**src/hw/rtl/tcl_pkg.sv**
```systemverilog
// Shared types and constants for the telemetry calibration and limit check block.
// No dependencies; every other file of the block imports this package.
package tcl_pkg;

	// Field widths
	localparam int SAMPLE_W    = 16;
	localparam int VALUE_W     = 32;
	localparam int CFG_DATA_W  = 64;
	localparam int CFG_IDX_W   = 3;
	localparam int COEFF_REGS  = 4;
	// Accumulator growth through one multiply-add cell
	localparam int CELL_GROWTH = SAMPLE_W + 1;

	typedef logic signed [SAMPLE_W-1:0] sample_t;
	typedef logic signed [VALUE_W-1:0]  value_t;

	// Saturation rails
	localparam value_t VALUE_MAX = {1'b0, {(VALUE_W-1){1'b1}}};
	localparam value_t VALUE_MIN = {1'b1, {(VALUE_W-1){1'b0}}};

	// Register map
	typedef enum logic [CFG_IDX_W-1:0] {
		REG_COEFF_0       = 3'd0,
		REG_COEFF_1       = 3'd1,
		REG_COEFF_2       = 3'd2,
		REG_COEFF_3       = 3'd3,
		REG_WARN_LIMITS   = 3'd4,
		REG_CRIT_LIMITS   = 3'd5,
		REG_LIMITS_ENABLE = 3'd6
	} reg_idx_t;

	// Alarm classification codes
	typedef enum logic [1:0] {
		ALARM_NOMINAL  = 2'd0,
		ALARM_WARNING  = 2'd1,
		ALARM_CRITICAL = 2'd2
	} alarm_t;

	// Limit configuration handed to the output stage
	typedef struct packed {
		logic   enable;
		value_t warn_hi;
		value_t warn_lo;
		value_t crit_hi;
		value_t crit_lo;
	} limit_cfg_t;

endpackage

```
**src/hw/rtl/tcl_cell.sv**
```systemverilog
// One Horner cell: acc_out = acc_in * x + coeff, registered, with its own valid/ready.
// Depends on tcl_pkg.
module tcl_cell #(
	parameter int  ACC_IN_W  = 32,
	localparam int ACC_OUT_W = ACC_IN_W + tcl_pkg::CELL_GROWTH
) (
	input  logic                        clk,
	input  logic                        arst_n,
	input  logic                        in_valid,
	output logic                        in_ready,
	input  tcl_pkg::sample_t            in_x,
	input  logic signed [ACC_IN_W-1:0]  in_acc,
	input  tcl_pkg::value_t             coeff,
	output logic                        out_valid,
	input  logic                        out_ready,
	output tcl_pkg::sample_t            out_x,
	output logic signed [ACC_OUT_W-1:0] out_acc
);
	import tcl_pkg::*;

	localparam int PROD_W = ACC_IN_W + SAMPLE_W;

	logic                        valid_q;
	sample_t                     x_q;
	logic signed [ACC_OUT_W-1:0] acc_q;
	logic signed [PROD_W-1:0]    prod;
	logic signed [ACC_OUT_W-1:0] sum;

	// Exact multiply-add, no rounding
	assign prod = in_acc * in_x;
	assign sum  = ACC_OUT_W'(prod) + ACC_OUT_W'(coeff);

	// Stage takes a new request when empty or when the next cell drains it
	assign in_ready = !valid_q || out_ready;

	always_ff @(posedge clk or negedge arst_n) begin
		if (!arst_n) begin
			valid_q <= 1'b0;
		end else if (in_ready) begin
			valid_q <= in_valid;
		end
	end

	always_ff @(posedge clk) begin
		if (in_valid && in_ready) begin
			x_q   <= in_x;
			acc_q <= sum;
		end
	end

	assign out_valid = valid_q;
	assign out_x     = x_q;
	assign out_acc   = acc_q;

endmodule

```
**config.mk**
```make
export PLATFORM = sky130hd
export DESIGN_NAME = tcl_cell
export DESIGN_NICKNAME = d
export VERILOG_FILES = /design/src/hw/rtl/tcl_pkg.sv /design/src/hw/rtl/tcl_cell.sv
export SDC_FILE = /design/constraint.sdc
export NUM_CORES = 1
export LEC_CHECK = 0
export ABC_AREA = 1
export BUFFER_PORTS_ARGS = -buffer_cell sky130_fd_sc_hd__buf_2
export CAP_MARGIN = 0
export CORE_ASPECT_RATIO = 1.75
export CORE_MARGIN = 5
export CORE_UTILIZATION = 50
export CTS_CLUSTER_DIAMETER = 60
export DETAILED_ROUTE_END_ITERATION = 8
export PLACE_DENSITY = 0.64
export SLEW_MARGIN = 40
export SYNTH_ARGS = -nofsm -noshare
export SYNTH_HDL_FRONTEND = slang
export SYNTH_SLANG_ARGS = --single-unit
```
**constraint.sdc**
```tcl
create_clock -name clk -period 8.76 [get_ports clk]
set_input_delay 1.752 -clock clk [delete_from_list [all_inputs] [get_ports clk]]
set_output_delay 1.752 -clock clk [all_outputs]
set_load 0.03 [all_outputs]
```
==> results.yml <==
layout:
  drive_above_1_share_pct: 8.07
  final_cell_count_no_fill: 3562
  insertedDiodeCount: 0
  seqCellArea_um2: 1980
  nFillCells: 4360
  fin_nets: 3706
  post-route-util_pct: 54.0
  area_delta_synth_final_pct: 7.08
  multi_input_area_um2: 16900
clocking:
  postCtsSetupBuffers: 0
  numCtsBuffers: 9
  cts_tree: "yes"
  root_buffer: "clkbuf_16"
  cts_max_level: 3
  ctsHoldBuffers: 0
  numClockSinks: 66
  cts-resized-gates: 0
  clk_path_buf_depth: 2
  clk_latency_ns: 0.36
  clk_pin_slew_worst_paths_ns: 0.07
critical_path:
  endpoint_kind: "register"
  r2r_end: "out_acc[42]"
  path_common_cell: "fa_1"
  slowest_stage: "buf_2"
  path_cells: "buf_2 -> nand2_1 -> inv_1 -> fa_1 -> inv_1 -> fa_1 -> inv_1 -> fa_1 -> fa_1 -> fa_1 -> fa_1 -> ha_1 -> nand2_1 -> nor2_1 -> inv_1 -> nor2_1 -> nand2_1 -> nor2_1 -> nand2_1 -> nand4_1 -> nand2_1"
  reg2reg_depth: 2
  worst_setup_path_start_kind: "input port"
  reg2reg_slack_ns: 7.20
  crit_path_end: "out_acc[47]"
  crit_start: "in_x[2]"
  rr_startpoint: "out_valid"
  worstPathRequired_ns: 8.88
  critPathMaxFanout: 33
  cp_slowest_stage_delay_ns: 0.67
  cp.arrival_ns: 7.75
  path_class: "input port to register"
yosys:
  synth_xor_area_share_pct: 1.16
  synth-seq-cells: 66
  yosysWarnings: 0
  synth_seq_area_share_pct: 8.71
  synth_top_area_share_pct: 46.4
  synthTopCellsByCount: "924 x inv_1, 888 x nand2_1, 526 x fa_1"
  yosys.area_share.simple_pct: 19.2
  yosys-top-cells-area: "fa_1 46%, inv_1 15%, nand2_1 15%"
  synth_fa_ha_area_share_pct: 52.8
  synthCells: 2902
  synth_compound_area_share_pct: 1.04
  synth_most_common_cell: "inv_1"
  netlist_area_um2: 22700
  synth_nets: 3628
  yosys.area.top_type: "fa_1"
  synth_top_flop_cell: "edfxtp_1"
  synth_top_family_by_area: "adder cells"
  async_flop_share_pct: 1.52
  avgSynthCellArea_um2: 7.82
  synth.distinct_cells: 27
  synth_edf_count: 65
  muxShareOfSynthArea_pct: 0
placed_design:
  dp_hpwl_um: 56700
  dp.cells: 3545
  io_buffers: 150
  place.gp.congestion: 0.924
global_route:
  antenna_found_initial: 0
  grt_pass1_wl_um: 111000
  grt_usage_pct: 28.8
  grt_pass1_vias: 20900
  grt_max_degree: 66
  gr-total-overflow: 0
sta:
  skew_ns: 0.00588
  fmax_ghz: 0.131
  slew-limit-headroom_pct: 37.9
  worstMarginPinSlew_ns: 0.932
  setup_violations: 0
  fin_crit_ns: 7.63
  rsz0062_at_grt: "no"
  tns_ns: 0
  final_hold_viol_count: 0
  post-route-period-util_pct: 87.0
  maxSlewViolCount: 0
  holdWs_ns: 0.582
drt:
  detail-route-antenna-nets: 0
  num_vias: 18100
  route.detailed.drc: 0
  viasPerCell: 5.09
  drt_iter0_markers: 1083
  drtPass1Iterations: 8
  wl_um: 68000
  wire_per_inst_um: 19.1
hold_path:
  hold_class: "register to register"
  holdCritStartpoint: "out_valid"
floorplan:
  start_util_pct: 50.5
  io-pin-count: 151
  die_h_um: 292
  core_um2: 45000
  num_rows: 103
  dieArea_um2: 49900
  die_w_um: 171
job:
  cap_viol_max_count: 0
status:
  outcome: "complete, no violations"
[flip-flops by register name, summed over array words and instances, names as in the netlist]
name,count
out_valid,1
out_x,16
out_acc,49
[stage by stage]
| stage | setup WS (ns) | cell area, um^2 |
|---|---|---|
| after global placement | 0.771 | 23900 |
| after floorplan | 1.88 | 22700 |
| final | 1.13 | 24300 |
| after global routing | 0.770 | 24300 |
| after CTS | 1.13 | 24300 |
| after detailed placement | 0.760 | 23900 |
[cells in the final DEF, fill, tap and decap left out, drive strengths merged, types with 2 or more instances in the layout]
master	instances
nor3	8
inv	929
nand4	14
nor2	108
ha	116
fa	526
nand2	901
o21a	2
buf	172
xnor2	6
a21oi	29
or2	7
a21o	2
clkbuf	9
clkinv	4
edfxtp	65
nand3	52
o21bai	4
bufinv	2
xor2	24
o211ai	2
[worst max-delay path: cells and delay by family]
family        cells  cell delay (ns)
buf+inv           5             1.47
fa+ha+maj         7             3.35
simple gates      9             1.16
[worst min-delay path by stage]
stage / end / depth (start not counted) / slack [ns]
floorplan: out_valid / 2 / 0.89
global placement: out_valid / 2 / 0.55
detailed placement: out_valid / 2 / 0.57
CTS: out_valid / 2 / 0.58
global route: out_valid / 2 / 0.62
finish: out_valid / 2 / 0.58
[routing by layer]
layer,wire length [um],vias to the layer above,global-route usage (%)
met5,0,-,0
met4,4080,0,14.4
met3,3510,223,3.37
met2,36400,661,52.7
met1,24000,9057,32.6
li1,-,8172,-
[kinds of logic after synthesis]
logic type,Yosys count
xor gates and xnor gates,30
and+or+nand+nor,1091
adders and majority gates,642
buffers and inverters,1033
DFF,66
AOI/OAI and AO/OA,40
[cell type report]
class	count	share of cell area, %
well taps	577	2.97
flip-flops and latches	66	8.14
clock inverters	7	0.412
repair buffers	172	3.87
clock buffers	9	0.927
inverters	928	14.3
multi-input cells	1803	69.4
Power is not shown: default switching activity piles up to over one toggle a cycle in this logic, so the estimate is an artifact.
