## src/hw/rtl/tcl_pkg.sv

```systemverilog
// Shared types and constants for the telemetry calibration and limit check block.
// No dependencies; every other file of the block imports this package.
package tcl_pkg;

	// Field widths
	localparam int SAMPLE_W    = 16;
	localparam int VALUE_W     = 32;
	localparam int CFG_DATA_W  = 64;
	localparam int CFG_IDX_W   = 3;
	localparam int COEFF_REGS  = 4;
	// Accumulator growth through one multiply-add cell
	localparam int CELL_GROWTH = SAMPLE_W + 1;

	typedef logic signed [SAMPLE_W-1:0] sample_t;
	typedef logic signed [VALUE_W-1:0]  value_t;

	// Saturation rails
	localparam value_t VALUE_MAX = {1'b0, {(VALUE_W-1){1'b1}}};
	localparam value_t VALUE_MIN = {1'b1, {(VALUE_W-1){1'b0}}};

	// Register map
	typedef enum logic [CFG_IDX_W-1:0] {
		REG_COEFF_0       = 3'd0,
		REG_COEFF_1       = 3'd1,
		REG_COEFF_2       = 3'd2,
		REG_COEFF_3       = 3'd3,
		REG_WARN_LIMITS   = 3'd4,
		REG_CRIT_LIMITS   = 3'd5,
		REG_LIMITS_ENABLE = 3'd6
	} reg_idx_t;

	// Alarm classification codes
	typedef enum logic [1:0] {
		ALARM_NOMINAL  = 2'd0,
		ALARM_WARNING  = 2'd1,
		ALARM_CRITICAL = 2'd2
	} alarm_t;

	// Limit configuration handed to the output stage
	typedef struct packed {
		logic   enable;
		value_t warn_hi;
		value_t warn_lo;
		value_t crit_hi;
		value_t crit_lo;
	} limit_cfg_t;

endpackage

```

## src/hw/rtl/tcl_ifs.sv

```systemverilog


interface tcl_result_if;
	import tcl_pkg::*;
	logic         valid;
	logic         ready;
	value_t       calibrated_value;
	logic [1:0]   alarm_level;
	logic         saturated;
	modport source (output valid, output calibrated_value, output alarm_level,
		output saturated, input ready);
	modport sink   (input valid, input calibrated_value, input alarm_level,
		input saturated, output ready);
endinterface


```

## src/hw/rtl/tcl_limit.sv

```systemverilog
// Output end of the chain: saturation to 32 bits, then alarm classification into the
// output register. Depends on tcl_pkg and tcl_ifs.
module tcl_limit #(
	parameter int ACC_W = 83
) (
	input  logic                    clk,
	input  logic                    arst_n,
	input  logic                    in_valid,
	output logic                    in_ready,
	input  logic signed [ACC_W-1:0] in_acc,
	input  tcl_pkg::limit_cfg_t     limits,
	tcl_result_if.source            results
);
	import tcl_pkg::*;

	logic                      valid_s1;
	value_t                    val_s1;
	logic                      sat_s1;
	logic                      valid_s2;
	value_t                    val_s2;
	alarm_t                    alarm_s2;
	logic                      sat_s2;
	logic                      ready_s1;
	logic                      ready_s2;
	logic [ACC_W-VALUE_W:0]    upper;
	logic                      fits;
	value_t                    sat_val;
	alarm_t                    alarm;

	// In range when every bit from the sign of a 32-bit value upward agrees
	assign upper   = in_acc[ACC_W-1:VALUE_W-1];
	assign fits    = (&upper) || !(|upper);
	assign sat_val = fits ? value_t'(in_acc[VALUE_W-1:0])
		: (in_acc[ACC_W-1] ? VALUE_MIN : VALUE_MAX);

	// Critical range first, then warning range; bounds are inclusive
	always_comb begin
		alarm = ALARM_NOMINAL;
		if (limits.enable) begin
			if ($signed(val_s1) < $signed(limits.crit_lo)
				|| $signed(val_s1) > $signed(limits.crit_hi)) begin
				alarm = ALARM_CRITICAL;
			end else if ($signed(val_s1) < $signed(limits.warn_lo)
				|| $signed(val_s1) > $signed(limits.warn_hi)) begin
				alarm = ALARM_WARNING;
			end
		end
	end

	// Two-stage handshake chain
	assign ready_s2 = !valid_s2 || results.ready;
	assign ready_s1 = !valid_s1 || ready_s2;
	assign in_ready = ready_s1;

	always_ff @(posedge clk or negedge arst_n) begin
		if (!arst_n) begin
			valid_s1 <= 1'b0;
			valid_s2 <= 1'b0;
		end else begin
			if (ready_s1) begin
				valid_s1 <= in_valid;
			end
			if (ready_s2) begin
				valid_s2 <= valid_s1;
			end
		end
	end

	always_ff @(posedge clk) begin
		if (in_valid && ready_s1) begin
			val_s1 <= sat_val;
			sat_s1 <= !fits;
		end
		if (valid_s1 && ready_s2) begin
			val_s2   <= val_s1;
			alarm_s2 <= alarm;
			sat_s2   <= sat_s1;
		end
	end

	assign results.valid            = valid_s2;
	assign results.calibrated_value = val_s2;
	assign results.alarm_level      = alarm_s2;
	assign results.saturated        = sat_s2;

endmodule

```

## src/flat_wrapper.sv

```systemverilog
// flat-port wrapper written by rule: the top's interface ports become plain ports
module tcl_limit_flat import tcl_pkg::*;
#(
	parameter int ACC_W = 83
)
  (clk, arst_n, in_valid, in_ready, in_acc, limits, results_valid, results_calibrated_value, results_alarm_level, results_saturated, results_ready);
  tcl_result_if results_i ();
  input  logic clk;
  input  logic arst_n;
  input  logic in_valid;
  output logic in_ready;
  input  logic signed [ACC_W-1:0] in_acc;
  input  tcl_pkg::limit_cfg_t limits;
  output wire logic [$bits(results_i.valid)-1:0] results_valid;
  output wire logic [$bits(results_i.calibrated_value)-1:0] results_calibrated_value;
  output wire logic [$bits(results_i.alarm_level)-1:0] results_alarm_level;
  output wire logic [$bits(results_i.saturated)-1:0] results_saturated;
  input wire logic [$bits(results_i.ready)-1:0] results_ready;
  assign results_valid = results_i.valid;
  assign results_calibrated_value = results_i.calibrated_value;
  assign results_alarm_level = results_i.alarm_level;
  assign results_saturated = results_i.saturated;
  assign results_i.ready = results_ready;
  tcl_limit #(.ACC_W(ACC_W)) u_core (.clk(clk), .arst_n(arst_n), .in_valid(in_valid), .in_ready(in_ready), .in_acc(in_acc), .limits(limits), .results(results_i));
endmodule
```

## config.mk

```make
export PLATFORM = sky130hd
export DESIGN_NAME = tcl_limit_flat
export DESIGN_NICKNAME = d
export VERILOG_FILES = /design/src/hw/rtl/tcl_pkg.sv /design/src/hw/rtl/tcl_ifs.sv /design/src/hw/rtl/tcl_limit.sv /design/src/flat_wrapper.sv
export SDC_FILE = /design/constraint.sdc
export NUM_CORES = 1
export LEC_CHECK = 0
export BUFFER_PORTS_ARGS = -buffer_cell sky130_fd_sc_hd__buf_2
export CAP_MARGIN = 30
export CORE_ASPECT_RATIO = 0.75
export CORE_UTILIZATION = 36
export CTS_CLUSTER_DIAMETER = 80
export DETAILED_ROUTE_END_ITERATION = 12
export SLEW_MARGIN = 20
export SYNTH_ARGS = -nofsm -noshare
export SYNTH_HDL_FRONTEND = slang
export SYNTH_SLANG_ARGS = --single-unit
```

## constraint.sdc

```tcl
create_clock -name clk -period 3.83 [get_ports clk]
set_input_delay 0 -clock clk [delete_from_list [all_inputs] [get_ports clk]]
set_output_delay 0 -clock clk [all_outputs]
set_load 0.02 [all_outputs]
```

==> metrics.yaml <==
synth-seq-area-share_pct: 35.5
critical_path_class: "register to register"
grt_start_max_net_pins: 36
root_buffer: "clkbuf_16"
worst_pin_slew_ns: 0.865
synth.distinct_cells: 47
power_leakage_nw: 4.34
synthSimpleGateAreaFrac_pct: 12.7
num_rows: 40
synth_compound_area_share_pct: 16.0
max_slew_margin_pct: 42.3
nets: 1250
min_from: "u_core.sat_s1"
whs_path_depth: 0
die-area_um2: 16900
synth_area_per_cell_um2: 9.65
htree_num_levels: 3
period_share_pct: 67.9
synth_area_leaders: "edfxtp_1, ha_1, inv_1"
fin_crit_ns: 2.60
rr_worst_depth: 8
drt-total-wl_um: 17700
syn_area_um2: 5890
synth_seq_cells: 70
core_um2: 16000
critPathMaxStageDelay_ns: 0.56
cp.arrival_ns: 2.70
gp_congestion: 0.875
hpwl_um: 14400
p_total_mw: 2.51
io_pins: 253
overflow: 0
synth_cells: 610
finish.utilization_pct: 50.9
setup_slack_ns: 1.23
start_util_pct: 36.8
yosysTopAreaCellShare_pct: 34.7
areaGrowthSynthToFinish_pct: 38.5
vias: 5553
worst_setup_path_start_kind: "register"
power_density_nw_per_um2: 307
cts_sinks: 70
yosys.area.top_type: "edfxtp_1"
crit_fanout: 5
clkLatencyLatePin_ns: 0.35
crit_chain: "ha_1 > nand4_2 > or4_4 > nand2_1 > o41ai_1 > a211oi_1 > a221oi_2 > and3_1"
cts_buffer_depth: 2
drc_errors: 0
grt_pass1_wl_um: 27300
rsz0062_at_grt: "false"
tns_ns: 0
cts_resized: 0
numCtsBuffers: 9
yosysWarningCount: 0
avgRoutedWirePerCell_um: 15.8
die_w_um: 150
synth_nets: 952
synth-edff-count: 68
critPathSlowestCell: "or4_4"
grtUsageTotal_pct: 21.6
antenna_left: 0
dp_slack_ns: 1.21
viasPerCell: 4.94
ir_drop_v: 0.000183
r2r_start: "u_core.val_s1[31]"
dr.first_iter.drc_count: 200
clock_skew_ns: 0.00726
synth_top_family_by_area: "adder cells"
drive_gt1_share_pct: 31.1
die_h_um: 113
hold_class: "register to register"
synth_xor_area_share_pct: 0
n_antenna_cell: 0
maxCapViolations: 0
synth_flop_cell: "edfxtp_1"
port_buffers: 252
hold_viol: 0
reg2reg_to: "u_core.results.alarm_level[0]"
antenna_found_initial: 0
slew_viol_final: 0
synth_fa_ha_area_share_pct: 26.8
cts_tree: "built"
cp-end-kind: "register"
firstDrtPassIters: 4
crit_required_ns: 3.93
setup_viol: 0
fmax_ghz: 0.384
async_reset_ff_share_pct: 2.86
outcome: "finished clean"
synthMuxAreaShare_pct: 0
hold_end: "u_core.results.saturated"
r2r_slack_ns: 1.23
grt_pass1_vias: 5593
path_clk_slew_ns: 0.07
==> critical path: cells and delay by family (launching register included) <==
kind	cells	cell delay, ns
simple gates	4	0.97
compound gates	3	0.45
fa+ha+maj	1	0.42
flops	1	0.50
==> report_power, final <==
group	switching, mW	internal [mW]
sequential	0.0440	0.907
clock	0.352	0.572
combinational	0.333	0.296
total	0.729	1.78
==> repair_timing <==
item | CTS | global route
hold buffers | 38 | 0
endpoints found under the hold margin | 37 | 0
buffers inserted | 0 | 0
==> final cells by class <==
class	instances	area, um^2
Tap cell	210	263
Multi-Input combinational cell	401	3270
Sequential cell	70	2090
Inverter	132	495
Timing Repair Buffer	294	1710
Fill cell	1545	7860
Clock buffer	9	225
Clock inverter	7	97.6
==> cell families after synthesis <==
kind of cell    count (synthesis)
buf+inv                       139
fa+ha+maj                     126
flops                          70
compound gates                143
simple gates                  132
==> flip-flops by register name, indices dropped and copies added (netlist names) <==
register                         count
u_core.sat_s1                        1
u_core.results.saturated             1
u_core.results.valid                 1
u_core.valid_s1                      1
u_core.results.alarm_level           2
u_core.results.calibrated_value     32
u_core.val_s1                       32
==> worst max-delay path by stage <==
stage	from	to	slack, ns	cells past startpoint
floorplan	u_core.val_s1[31]	u_core.results.alarm_level[0]	1.49	8
global placement	u_core.val_s1[31]	u_core.results.alarm_level[0]	1.28	8
detailed placement	u_core.val_s1[31]	u_core.results.alarm_level[0]	1.21	8
CTS	u_core.val_s1[31]	u_core.results.alarm_level[0]	1.20	8
global route	u_core.val_s1[31]	u_core.results.alarm_level[0]	1.09	8
finish	u_core.val_s1[31]	u_core.results.alarm_level[0]	1.23	8
==> through the flow <==
stage,area [um^2],hold WS [ns],cells
after CTS,8100,0.420,1121
final,8160,0.418,1123
after detailed placement,7400,-0.210,1067
after floorplan,5890,-0.296,610
after global placement,7400,-0.211,1067
after global routing,8160,0.438,1123
==> cell usage after synthesis (all sizes together) (2+ instances only) <==
cell type,count
nor4,18
buf,6
inv,132
nor3,7
nand2b,7
o21ai,22
nand3,7
nor2b,4
or4,2
a2111oi,3
a21o,43
nand4,40
and4,4
a221oi,2
o41ai,2
o211ai,6
o21a,2
nor2,7
and3,2
a211oi,5
and2,3
ha,126
edfxtp,68
nand2,28
a211o,2
a21oi,49
dfrtp,2
==> metal layers <==
layer  global-route usage (%)  vias to the layer above  part of all wire [%]
li1                         -                     2835                     -
met5                        0                        -                     0
met3                     3.95                       23                   7.5
met2                     35.9                      188                    46
met4                     6.46                        0                   1.6
met1                     28.5                     2507                    45
==> cell usage in the layout (no fill, tap or decap), types with 3 or more instances in the layout <==
cell and instances:
buf_2 252, inv_1 131, ha_1 126, edfxtp_1 68, a21oi_1 49, a21o_1 43
nand4_1 39, dlygate4sd3_1 38, nand2_1 27, nor4_1 18, o21ai_0 14, clkbuf_16 9
o21ai_1 8, nand3_1 7, nor3_1 7, nor2_1 6, nand2b_1 6, o211ai_1 6
a211oi_1 5, nor2b_1 4, and4_1 3
(Power assumes the default switching activity.)
